--- src/hw/rtl/bppf_pkg.sv ---
// bppf_pkg: shared types and constants of the buffered parallel printer feeder
// used by bppf_front, bppf_back and the top level; no dependencies
package bppf_pkg;

   localparam logic [7:0] READY_MASK  = 8'hB0;
   localparam logic [7:0] READY_VALUE = 8'h90;
   localparam logic [7:0] SEVEN_BITS  = 8'h7F;

   // classified request as it travels from front to back
   typedef struct packed {
      logic       intr;
      logic       ready;
      logic [7:0] ch;
   } op_type;

   typedef struct packed {
      logic   valid;
      op_type op;
   } link_type;

   function automatic logic status_ready(input logic [7:0] status);
      return (status & READY_MASK) == READY_VALUE;
   endfunction

endpackage

--- src/hw/rtl/bppf_ram.sv ---
// bppf_ram: generic simple dual-port ram, one write and one registered read
// no dependencies
module bppf_ram #(
   parameter int WIDTH = 8,
   parameter int DEPTH = 128
) (
   input  logic                     clock,
   input  logic                     wr_en,
   input  logic [$clog2(DEPTH)-1:0] wr_addr,
   input  logic [WIDTH-1:0]         wr_data,
   input  logic                     rd_en,
   input  logic [$clog2(DEPTH)-1:0] rd_addr,
   output logic [WIDTH-1:0]         rd_data
);

   logic [WIDTH-1:0] mem_ff [DEPTH];
   logic [WIDTH-1:0] rd_data_ff;

   always_ff @(posedge clock) begin
      if (wr_en) begin
         mem_ff[wr_addr] <= wr_data;
      end
      if (rd_en) begin
         rd_data_ff <= mem_ff[rd_addr];
      end
   end

   assign rd_data = rd_data_ff;

endmodule

--- src/hw/rtl/bppf_front.sv ---
// bppf_front: takes requests, classifies printer status, holds them in a two-entry queue
// depends on bppf_pkg
module bppf_front (
   input  logic              clock,
   input  logic              reset,
   input  logic              req_valid,
   output logic              req_stall,
   input  logic              req_mode,
   input  logic [7:0]        req_char_in,
   input  logic [7:0]        req_printer_status,
   output bppf_pkg::link_type q_link,
   input  logic              q_take
);

   bppf_pkg::op_type slot_ff [2];
   bppf_pkg::op_type op_in;
   logic [1:0]       cnt_ff, cnt_in;
   logic             wr_ff, wr_in;
   logic             rd_ff, rd_in;
   logic             push;

   assign req_stall = (cnt_ff == 2'd2);
   assign push      = req_valid && !req_stall;

   always_comb begin
      op_in.intr  = req_mode;
      op_in.ready = bppf_pkg::status_ready(req_printer_status);
      op_in.ch    = req_char_in;
      cnt_in      = cnt_ff + 2'(push) - 2'(q_take);
      wr_in       = push ? !wr_ff : wr_ff;
      rd_in       = q_take ? !rd_ff : rd_ff;
   end

   always_ff @(posedge clock) begin
      if (reset) begin
         cnt_ff <= 2'd0;
         wr_ff  <= 1'b0;
         rd_ff  <= 1'b0;
      end else begin
         cnt_ff <= cnt_in;
         wr_ff  <= wr_in;
         rd_ff  <= rd_in;
      end
   end

   always_ff @(posedge clock) begin
      if (push) begin
         slot_ff[wr_ff] <= op_in;
      end
   end

   assign q_link.valid = (cnt_ff != 2'd0);
   assign q_link.op    = slot_ff[rd_ff];

`ifndef SYNTHESIS
   a_cnt_range: assert property (@(posedge clock) disable iff (reset)
      cnt_ff != 2'd3) else $error("queue count out of range");
   a_take_valid: assert property (@(posedge clock) disable iff (reset)
      q_take |-> q_link.valid) else $error("take from empty queue");
`endif

endmodule

--- src/hw/rtl/bppf_back.sv ---
// bppf_back: ring buffer, printing flag and response register of the printer feeder
// depends on bppf_pkg and bppf_ram
module bppf_back #(
   parameter int BUFFER_DEPTH = 128
) (
   input  logic               clock,
   input  logic               reset,
   input  bppf_pkg::link_type q_link,
   output logic               q_take,
   output logic               rsp_valid,
   input  logic               rsp_stall,
   output logic               rsp_sent,
   output logic [7:0]         rsp_sent_byte,
   output logic               rsp_finished,
   output logic               rsp_accepted,
   output logic               rsp_busy_printing,
   output logic [7:0]         rsp_fill_level
);

   localparam int PTR_W = $clog2(BUFFER_DEPTH);
   localparam int OCC_W = $clog2(BUFFER_DEPTH + 1);
   localparam logic [PTR_W-1:0] LAST_SLOT = PTR_W'(BUFFER_DEPTH - 1);
   localparam logic [OCC_W-1:0] FULL_OCC  = OCC_W'(BUFFER_DEPTH);
   localparam logic [PTR_W-1:0] PTR_ONE   = PTR_W'(1);
   localparam logic [OCC_W-1:0] OCC_ONE   = OCC_W'(1);

   localparam logic ST_RUN  = 1'b0;
   localparam logic ST_READ = 1'b1;

   logic             state_ff, state_in;
   logic [PTR_W-1:0] wr_ptr_ff, wr_ptr_in;
   logic [PTR_W-1:0] rd_ptr_ff, rd_ptr_in;
   logic [OCC_W-1:0] occ_ff, occ_in;
   logic             flag_ff, flag_in;

   logic             rsp_valid_ff, rsp_valid_in;
   logic             rsp_sent_ff, rsp_sent_in;
   logic [7:0]       rsp_byte_ff, rsp_byte_in;
   logic             rsp_fin_ff, rsp_fin_in;
   logic             rsp_acc_ff, rsp_acc_in;
   logic             rsp_busy_ff, rsp_busy_in;
   logic [7:0]       rsp_fill_ff, rsp_fill_in;
   logic             rsp_load;

   logic             out_free, empty, full;
   logic             mem_wr, mem_rd;
   logic [7:0]       mem_rdata;
   bppf_pkg::op_type op;

   assign op       = q_link.op;
   assign out_free = !rsp_valid_ff || !rsp_stall;
   assign empty    = (occ_ff == '0);
   assign full     = (occ_ff == FULL_OCC);
   assign q_take   = q_link.valid && (state_ff == ST_RUN) && out_free;

   always_comb begin
      state_in     = state_ff;
      wr_ptr_in    = wr_ptr_ff;
      rd_ptr_in    = rd_ptr_ff;
      occ_in       = occ_ff;
      flag_in      = flag_ff;
      mem_wr       = 1'b0;
      mem_rd       = 1'b0;
      rsp_load     = 1'b0;
      rsp_sent_in  = 1'b0;
      rsp_byte_in  = 8'd0;
      rsp_fin_in   = 1'b0;
      rsp_acc_in   = 1'b0;
      rsp_valid_in = rsp_valid_ff && rsp_stall;

      if (state_ff == ST_READ) begin
         if (out_free) begin
            rsp_load     = 1'b1;
            rsp_valid_in = 1'b1;
            rsp_sent_in  = 1'b1;
            rsp_byte_in  = mem_rdata & bppf_pkg::SEVEN_BITS;
            state_in     = ST_RUN;
         end
      end else if (q_take) begin
         priority if (!op.intr) begin
            rsp_load     = 1'b1;
            rsp_valid_in = 1'b1;
            if (empty) begin
               if (op.ready) begin
                  rsp_sent_in = 1'b1;
                  rsp_byte_in = op.ch;
                  rsp_acc_in  = 1'b1;
                  flag_in     = 1'b1;
               end
            end else if (!full) begin
               mem_wr     = 1'b1;
               wr_ptr_in  = (wr_ptr_ff == LAST_SLOT) ? '0 : wr_ptr_ff + PTR_ONE;
               occ_in     = occ_ff + OCC_ONE;
               rsp_acc_in = 1'b1;
            end
         end else if (op.ready && !empty) begin
            mem_rd    = 1'b1;
            rd_ptr_in = (rd_ptr_ff == LAST_SLOT) ? '0 : rd_ptr_ff + PTR_ONE;
            occ_in    = occ_ff - OCC_ONE;
            state_in  = ST_READ;
         end else begin
            rsp_load     = 1'b1;
            rsp_valid_in = 1'b1;
            if (op.ready) begin
               rsp_fin_in = 1'b1;
               flag_in    = 1'b0;
            end
         end
      end

      rsp_busy_in = flag_in;
      rsp_fill_in = 8'(occ_in);
   end

   always_ff @(posedge clock) begin
      if (reset) begin
         state_ff     <= ST_RUN;
         wr_ptr_ff    <= '0;
         rd_ptr_ff    <= '0;
         occ_ff       <= '0;
         flag_ff      <= 1'b0;
         rsp_valid_ff <= 1'b0;
      end else begin
         state_ff     <= state_in;
         wr_ptr_ff    <= wr_ptr_in;
         rd_ptr_ff    <= rd_ptr_in;
         occ_ff       <= occ_in;
         flag_ff      <= flag_in;
         rsp_valid_ff <= rsp_valid_in;
      end
   end

   always_ff @(posedge clock) begin
      if (rsp_load) begin
         rsp_sent_ff <= rsp_sent_in;
         rsp_byte_ff <= rsp_byte_in;
         rsp_fin_ff  <= rsp_fin_in;
         rsp_acc_ff  <= rsp_acc_in;
         rsp_busy_ff <= rsp_busy_in;
         rsp_fill_ff <= rsp_fill_in;
      end
   end

   bppf_ram #(
      .WIDTH (8),
      .DEPTH (BUFFER_DEPTH)
   ) u_store (
      .clock   (clock),
      .wr_en   (mem_wr),
      .wr_addr (wr_ptr_ff),
      .wr_data (op.ch),
      .rd_en   (mem_rd),
      .rd_addr (rd_ptr_ff),
      .rd_data (mem_rdata)
   );

   assign rsp_valid         = rsp_valid_ff;
   assign rsp_sent          = rsp_sent_ff;
   assign rsp_sent_byte     = rsp_byte_ff;
   assign rsp_finished      = rsp_fin_ff;
   assign rsp_accepted      = rsp_acc_ff;
   assign rsp_busy_printing = rsp_busy_ff;
   assign rsp_fill_level    = rsp_fill_ff;

`ifndef SYNTHESIS
   a_occ_range: assert property (@(posedge clock) disable iff (reset)
      occ_ff <= FULL_OCC) else $error("occupancy above depth");
   a_empty_ptrs: assert property (@(posedge clock) disable iff (reset)
      (occ_ff == '0) |-> (wr_ptr_ff == rd_ptr_ff)) else $error("pointers differ when empty");
   a_read_done: assert property (@(posedge clock) disable iff (reset)
      (state_ff == ST_READ) && out_free |=> rsp_valid_ff && rsp_sent_ff && (state_ff == ST_RUN))
      else $error("buffered character not delivered");
   a_fin_excl: assert property (@(posedge clock) disable iff (reset)
      rsp_valid_ff |-> !(rsp_fin_ff && rsp_sent_ff)) else $error("finished together with sent");
`endif

endmodule

--- src/hw/rtl/buffered_parallel_printer_feeder.sv ---
// buffered_parallel_printer_feeder: top level of the printer feeder
// depends on bppf_pkg, bppf_front, bppf_back and bppf_ram
//
// A request carries either a character from software (req_mode 0) or a
// printer-ready interrupt (req_mode 1), with the sampled status byte in both.
// Each request produces exactly one response on the rsp_ channel, in order.
// A character is sent straight to the printer when the buffer is empty and
// the status is ready, queued when the buffer holds something and has room,
// and refused (rsp_accepted low, retry) otherwise. An interrupt with a ready
// status sends the oldest buffered character masked to 7 bits, or ends
// printing when the buffer is empty.
// A request passes the two-entry queue and then the response register; an
// interrupt that reads the buffer also passes the registered ram read.
// Throughput: one request per cycle, held by rsp_stall and by buffer reads.
// A two-entry queue separates intake from execution, so requests are still
// taken while a response waits; when rsp_stall holds, the response stays and
// req_stall rises once the queue is full.
// Synchronous reset empties the queue and the buffer and clears printing;
// buffer contents are not cleared.
module buffered_parallel_printer_feeder #(
   parameter int BUFFER_DEPTH = 128
) (
   input  logic       clock,
   input  logic       reset,
   input  logic       req_valid,
   output logic       req_stall,
   input  logic       req_mode,
   input  logic [7:0] req_char_in,
   input  logic [7:0] req_printer_status,
   output logic       rsp_valid,
   input  logic       rsp_stall,
   output logic       rsp_sent,
   output logic [7:0] rsp_sent_byte,
   output logic       rsp_finished,
   output logic       rsp_accepted,
   output logic       rsp_busy_printing,
   output logic [7:0] rsp_fill_level
);

   bppf_pkg::link_type q_link;
   logic               q_take;

   bppf_front u_front (
      .clock              (clock),
      .reset              (reset),
      .req_valid          (req_valid),
      .req_stall          (req_stall),
      .req_mode           (req_mode),
      .req_char_in        (req_char_in),
      .req_printer_status (req_printer_status),
      .q_link             (q_link),
      .q_take             (q_take)
   );

   bppf_back #(
      .BUFFER_DEPTH (BUFFER_DEPTH)
   ) u_back (
      .clock             (clock),
      .reset             (reset),
      .q_link            (q_link),
      .q_take            (q_take),
      .rsp_valid         (rsp_valid),
      .rsp_stall         (rsp_stall),
      .rsp_sent          (rsp_sent),
      .rsp_sent_byte     (rsp_sent_byte),
      .rsp_finished      (rsp_finished),
      .rsp_accepted      (rsp_accepted),
      .rsp_busy_printing (rsp_busy_printing),
      .rsp_fill_level    (rsp_fill_level)
   );

endmodule
--- config.mk ---
export PLATFORM = sky130hd
export DESIGN_NAME = buffered_parallel_printer_feeder
export DESIGN_NICKNAME = d
export VERILOG_FILES = /design/src/hw/rtl/bppf_pkg.sv /design/src/hw/rtl/bppf_ram.sv /design/src/hw/rtl/bppf_front.sv /design/src/hw/rtl/bppf_back.sv /design/src/hw/rtl/buffered_parallel_printer_feeder.sv
export SDC_FILE = /design/constraint.sdc
export NUM_CORES = 1
export LEC_CHECK = 0
export ABC_CLOCK_PERIOD_IN_PS = 2300
export BUFFER_PORTS_ARGS = -buffer_cell sky130_fd_sc_hd__buf_2
export CORE_MARGIN = 2
export CORE_UTILIZATION = 25
export CTS_CLUSTER_SIZE = 40
export DETAILED_ROUTE_END_ITERATION = 7
export GPL_ROUTABILITY_DRIVEN = 0
export SKIP_LAST_GASP = 1
export SLEW_MARGIN = 20
export SYNTH_ARGS = -nofsm -noshare
export SYNTH_HDL_FRONTEND = slang
export SYNTH_SLANG_ARGS = --single-unit
--- constraint.sdc ---
create_clock -name clock -period 2.3 [get_ports clock]
set_input_delay 0.46 -clock clock [delete_from_list [all_inputs] [get_ports clock]]
set_output_delay 0.46 -clock clock [all_outputs]
set_load 0.05 [all_outputs]
==> flow_summary.json, run 1 <==
{
  "cts_made_buffers": 99,
  "die_h_um": 396,
  "finalHoldViolations": 0,
  "synthAdderAreaFrac": 0.00195,
  "drive_gt1_frac": 0.369,
  "timing.max_slew.rel_slack": 0.419,
  "critPathMaxFanout": 4,
  "ys_warn_count": 0,
  "post-route-util": 0.321,
  "htreeDepth": 3,
  "yosysUniqueCellTypes": 68,
  "die_x_um": 396,
  "path_common_cell": "buf_4",
  "dpl_worst_slack_ns": -0.517,
  "max_stage_delay_ns": 0.55,
  "core_um2": 152000,
  "synthArstFlopShare": 0,
  "grt_pass1_wl_mm": 146,
  "status": "complete, but fails checks",
  "start_util": 0.252,
  "gr-total-overflow": 0,
  "final_area_um2": 48900,
  "fin_setup_tns_ns": -1.48,
  "fin_crit_ns": 2.55,
  "synth-edff-count": 943,
  "crit_path_end_kind": "register",
  "grt_usage": 0.125,
  "nets": 2555,
  "worstSetupStartpoint": "u_back.rd_ptr_ff[1]",
  "cts_buffer_depth": 3,
  "placed_area_um2": 44500,
  "fmax_mhz": 392,
  "final_cells": 4643,
  "grt_max_degree": 85,
  "synthXorXnorAreaFrac": 0.00296,
  "max_slew.worst_pin.slew_ns": 0.872,
  "path_cells": "buf_12 -> buf_4 -> mux4_2 -> a22o_1 -> a211oi_2 -> buf_4 -> a211o_1 -> a32oi_1",
  "drt-initial-drc-count": 2211,
  "hpwl_mm": 64.2,
  "area_growth_syn_to_layout_pct": 27.2,
  "cp.arrival_ns": 2.98,
  "grt_pass1_vias": 21500,
  "period_share": 1.11,
  "path_clk_slew_ns": 0.06,
  "portBuffers": 37,
  "synth_area_um2": 38500,
  "synth_seq_cells": 973,
  "vias": 21294,
  "cts-root-buf": "clkbuf_16",
  "crit_cells": 8,
  "synth_top_family_by_area": "multiplexers",
  "ir_worst_vdd_mv": 0.551,
  "synth_compound_area_frac": 0.0432,
  "mostFrequentLayoutCells": "edfxtp_1, buf_4, mux4_2",
  "drt_wl_total_mm": 100,
  "synthCells": 2013,
  "r2r_end": "u_back.u_store.rd_data[3]",
  "wl_per_cell_um": 21.6,
  "drtAntennaViolNets": 0,
  "clock_latency_ns": 0.69,
  "grt_antenna_before_repair": 1,
  "yosysSeqAreaShare": 0.752,
  "cpMaxStageDelayCell": "mux4_2",
  "crit_path_start_kind": "register",
  "crit_type": "register to register",
  "violations": "setup timing",
  "dp.cells": 4409,
  "yosys.area_share.simple": 0.0440,
  "synth_ff_type": "edfxtp_1",
  "r2r_start": "u_back.rd_ptr_ff[1]",
  "worstRegToRegCells": 8,
  "cts_tree": "built",
  "clock_sinks": 973,
  "layout_commonest_cell": "edfxtp_1",
  "synth.avg_cell_area_um2": 19.1,
  "hold_path.class": "primary input to register",
  "power_leakage_nw": 15.6,
  "r2r_setup_slack_ns": -0.25,
  "drv_cap": 0,
  "drc": 0,
  "cp-endpoint": "u_back.u_store.rd_data[3]",
  "n_antenna_cell": 0,
  "fp.dieArea_um2": 157000,
  "fin_ws_ns": -0.249,
  "cp_num_buf_inv": 3,
  "rsz0062_at_grt": "yes",
  "routed_via_density": 4.59,
  "detail_route.first_pass.iterations": 5,
  "power_density_nw_per_um2": 868,
  "muxShareOfSynthArea": 0.137,
  "skew_ns": 0.0375,
  "cp.required_ns": 2.74,
  "std_cell_rows": 143,
  "drv_slew": 0,
  "setup_viol": 7,
  "io_pins": 43,
  "syn_nets": 2040,
  "worstHoldStart": "req_printer_status[5]",
  "critPathTopFamily": "compound AO/OA/AOI/OAI gates"
}
## stage by stage
step                      hold slack [ns]  total power, W
after CTS                          0.0238          0.0427
after detailed placement            0.504          0.0268
after floorplan                     0.475          0.0245
after global placement              0.487          0.0266
after global routing               0.0488          0.0439
final                              0.0603          0.0425
## worst reg2reg max path, delay by kind of cell, from the launching register on
family,cells,cell delay [ns]
multiplexers,1,0.56
buffers and inverters,3,0.48
flip-flops,1,0.40
AO/OA/AOI/OAI,4,0.87
## layout make-up
cell class	instances	area (um2)
Timing Repair Buffer	522	4750
Fill cell	14636	103000
Inverter	16	60.1
Tap cell	2030	2540
Clock inverter	54	520
Clock buffer	132	2750
Multi-Input combinational cell	916	9390
Sequential cell	973	28900
## sequential cells by signal, indices dropped and copies added, names as in the netlist, 7 cells and up, named ones only
signal	cells
u_back.rsp_fill_level	8
u_back.rd_ptr_ff	7
u_back.u_store.rd_data	7
u_front.slot_ff	20
u_back.u_store.mem_ff	896
u_back.occ_ff	8
u_back.rsp_sent_byte	8
u_back.wr_ptr_ff	7
## per-layer routing
metal / vias to the layer above / share of wire / global-route usage
li1: 9272 / - / -
met1: 11092 / 0.44 / 0.176
met2: 795 / 0.47 / 0.201
met3: 135 / 0.069 / 0.0167
met4: 0 / 0.024 / 0.0354
met5: - / 0 / 0
## cell families (layout without fill, tap and decap cells)
logic type,Yosys count,after routing
DFF,973,973
and+or+nand+nor,365,365
muxes,304,304
AOI/OAI and AO/OA,228,228
buffers and inverters,124,724
xor gates and xnor gates,13,13
adders and majority gates,6,6
## how the worst min path moves through the flow
stage | to | slack, ns | depth (start not counted)
after detailed placement | register | 0.50 | 2
after global routing | u_front.slot_ff[0][8] | 0.05 | 2
final | u_front.slot_ff[0][8] | 0.06 | 2
after CTS | u_front.slot_ff[0][8] | 0.02 | 2
after global placement | u_back.flag_ff | 0.49 | 2
after floorplan | u_back.flag_ff | 0.47 | 2
## synth_stat cells (3+ instances only)
master	n	area (um2)
mux2_2	28	315
a32oi_1	5	43.8
a2111oi_0	8	70.1
a22o_1	19	166
o22ai_1	10	62.6
nand2_1	49	184
nor4_1	13	81.3
clkbuf_1	34	128
nor3_1	17	85.1
edfxtp_1	943	28300
a21oi_1	42	210
buf_4	25	188
nand3b_1	5	37.5
inv_1	16	60.1
buf_6	13	146
and2_1	6	37.5
nand2b_1	10	62.6
mux4_2	160	3600
a211o_1	6	52.6
a31oi_1	9	56.3
nor2b_1	27	169
nand4_1	9	56.3
a221oi_1	11	96.3
a22oi_1	29	218
xnor2_1	8	70.1
or3_1	10	62.6
o31ai_1	3	22.5
nor3_2	3	30.0
xor2_1	5	43.8
nand3_1	24	120
ha_1	6	75.1
o21ai_0	24	120
nor2_1	178	668
mux2i_1	104	1040
a211oi_1	20	150
mux4_1	12	315
buf_2	34	170
dfxtp_1	30	601
and3_1	5	31.3
o221ai_1	15	131
## report_power, final
group | switching [W] | internal [W]
combinational | 0.00372 | 0.00155
clock | 0.00679 | 0.00913
sequential | 0.000115 | 0.0212
total | 0.0106 | 0.0318
## what timing repair did
item	4_1_cts	5_1_grt
pin swaps	12	11
cloned	2	2
setup buffers	24	12
hold endpoints to repair	18	0
endpoints found under the setup margin	7	817
hold buffers	9	0
gates resized for setup	62	69
Power figures use the tool's default switching activity.
==> run 2: changes to the inputs <==
Settings changed: BUFFER_PORTS_ARGS -buffer_cell sky130_fd_sc_hd__buf_2 to default, CORE_ASPECT_RATIO from default to 0.8, CORE_UTILIZATION 25 to 57, DONT_BUFFER_PORTS from default to 1, PLACE_DENSITY from default to 0.75.
==> run 2 against run 1 <==
- the flow still finishes with violations (setup timing)
- register-to-register slack better by 0.03 ns
- utilization up 37 points
- clock skew down 0.00067 ns
- clock power down 8%
- critical path depth unchanged
- flip-flop and latch count unchanged
==> flow_summary.json, run 2 (synthesized netlist as in run 1, its figures left out) <==
{
  "drt-initial-drc-count": 3011,
  "cp_num_buf_inv": 3,
  "drt_wl_total_mm": 99.5,
  "timing.max_slew.rel_slack": 0.458,
  "fin_crit_ns": 2.52,
  "fp.dieArea_um2": 69600,
  "cp.required_ns": 2.80,
  "drv_cap": 0,
  "area_growth_syn_to_layout_pct": 20.9,
  "fin_setup_tns_ns": -1.24,
  "r2r_setup_slack_ns": -0.22,
  "drc": 0,
  "final_cells": 3381,
  "wl_per_cell_um": 29.4,
  "drv_slew": 0,
  "hpwl_mm": 62.0,
  "finalHoldViolations": 0,
  "clock_latency_ns": 0.65,
  "max_slew.worst_pin.slew_ns": 0.812,
  "rsz0062_at_grt": "yes",
  "finalHoldWorstSlack_ns": 0.0312,
  "worstHoldStart": "req_printer_status[5]",
  "routed_via_density": 6.55,
  "layout_commonest_cell": "edfxtp_1",
  "fill_cells": 3943,
  "io_pins": 43,
  "worstSetupStartpoint": "u_back.rd_ptr_ff[3]",
  "nets": 2468,
  "dp.cells": 3166,
  "path_cells": "buf_4 -> nand2b_1 -> buf_4 -> nor3_1 -> a2111oi_4 -> a221oi_2 -> buf_4 -> o32a_1",
  "regMostFlops": "u_back.u_store.mem_ff",
  "skew_ns": 0.0368,
  "grt_pass1_wl_mm": 144,
  "period_share": 1.09,
  "core_um2": 67000,
  "start_util": 0.574,
  "power_density_nw_per_um2": 882,
  "vias": 22136,
  "gr-total-overflow": 0,
  "grt_pass1_vias": 21667,
  "cts_tree": "built",
  "path_common_cell": "buf_4",
  "mostFrequentLayoutCells": "edfxtp_1, buf_4, mux4_2",
  "cts_buffer_depth": 3,
  "grt_usage": 0.288,
  "die_h_um": 236,
  "ir_worst_vdd_mv": 0.626,
  "cpMaxStageDelayCell": "dfxtp_1",
  "reg_top3": "u_back.u_store.mem_ff: 896 flops, u_front.slot_ff: 20 flops",
  "total_power_w": 0.0410,
  "cp.arrival_ns": 3.01,
  "die_x_um": 294,
  "crit_path_start_kind": "register",
  "critPathTopFamily": "buffers and inverters",
  "crit_path_end_kind": "register",
  "htreeDepth": 3,
  "fin_ws_ns": -0.216,
  "setup_viol": 7,
  "detail_route.first_pass.iterations": 5,
  "dpl_worst_slack_ns": -0.714,
  "grt_antenna_before_repair": 2,
  "path_clk_slew_ns": 0.07,
  "max_stage_delay_ns": 0.55,
  "portBuffers": 0,
  "grt_max_degree": 129,
  "violations": "setup timing",
  "clock_sinks": 973,
  "largest_register_ffs": 896,
  "power_leakage_nw": 15.0,
  "cts-root-buf": "clkbuf_16",
  "whs_path_depth": 1,
  "r2r_end": "u_back.u_store.rd_data[4]",
  "status": "complete, but fails checks",
  "critPathMaxFanout": 9,
  "drive_gt1_frac": 0.344,
  "hold_path.class": "primary input to register",
  "cts_made_buffers": 89,
  "crit_type": "register to register",
  "std_cell_rows": 85,
  "fmax_mhz": 397,
  "worstRegToRegCells": 8,
  "drtAntennaViolNets": 0,
  "whs_endpoint": "u_front.slot_ff[0][8]",
  "r2r_start": "u_back.rd_ptr_ff[3]"
}
==> run 2: cell types whose count changed in the layout (fill, tap and decap cells not counted), moves of 7 or more <==
cell and delta:
nor2_4 +11, buf_2 -37, buf_6 +12, clkinvlp_4 -10, clkbuf_16 -13, clkinv_2 -11, buf_12 -21, buf_16 +7
buf_4 -36, nor2_1 -8
==> run 2: metrics by stage <==
| step | util | area [um2] |
|---|---|---|
| global placement | 0.630 | 42200 |
| CTS | 0.690 | 46200 |
| finish | 0.694 | 46500 |
| detailed placement | 0.630 | 42200 |
| floorplan | - | 38500 |
| global route | 0.694 | 46500 |
==> run 2: power by group <==
| group | switching, W | internal (W) |
|---|---|---|
| Sequential | 0.000757 | 0.0212 |
| Combinational | 0.00306 | 0.00137 |
| Clock | 0.00627 | 0.00835 |
==> run 2: worst max-delay path by stage <==
stage                                         endpoint  cells after the start
after floorplan           u_back.u_store.mem_ff[55][0]                      7
after global placement       u_back.u_store.rd_data[6]                      8
after detailed placement     u_back.u_store.rd_data[6]                      8
after CTS                    u_back.u_store.rd_data[0]                     10
after global routing         u_back.u_store.rd_data[4]                      7
final                        u_back.u_store.rd_data[4]                      8
==> run 2: final cells by class <==
cell class	instances	area, um2	area share
sequential	973	28900	0.622
multi-input combinational	916	9450	0.203
timing repair buffer	445	4130	0.0888
clock buffer	121	2410	0.0518
tap	870	1090	0.0234
clock inverter	39	423	0.00910
inverter	16	60.1	0.00129
antenna	1	2.50	0.0000538
==> run 2: what timing repair did <==
action                                  CTS  global route
resized for setup                       142            54
endpoints found under the hold margin    41             0
setup buffers                            31            10
hold buffers                             11             0
endpoints found under the setup margin  165           436
pin swaps                                30            15
cloned                                    6             1
==> run 2: layer usage <==
metal | GRT usage | vias up | share of wire
met5 | 0 | - | 0
met4 | 0.0869 | 0 | 0.030
met1 | 0.419 | 11322 | 0.39
li1 | - | 9096 | -
met2 | 0.433 | 1498 | 0.46
met3 | 0.0738 | 220 | 0.13
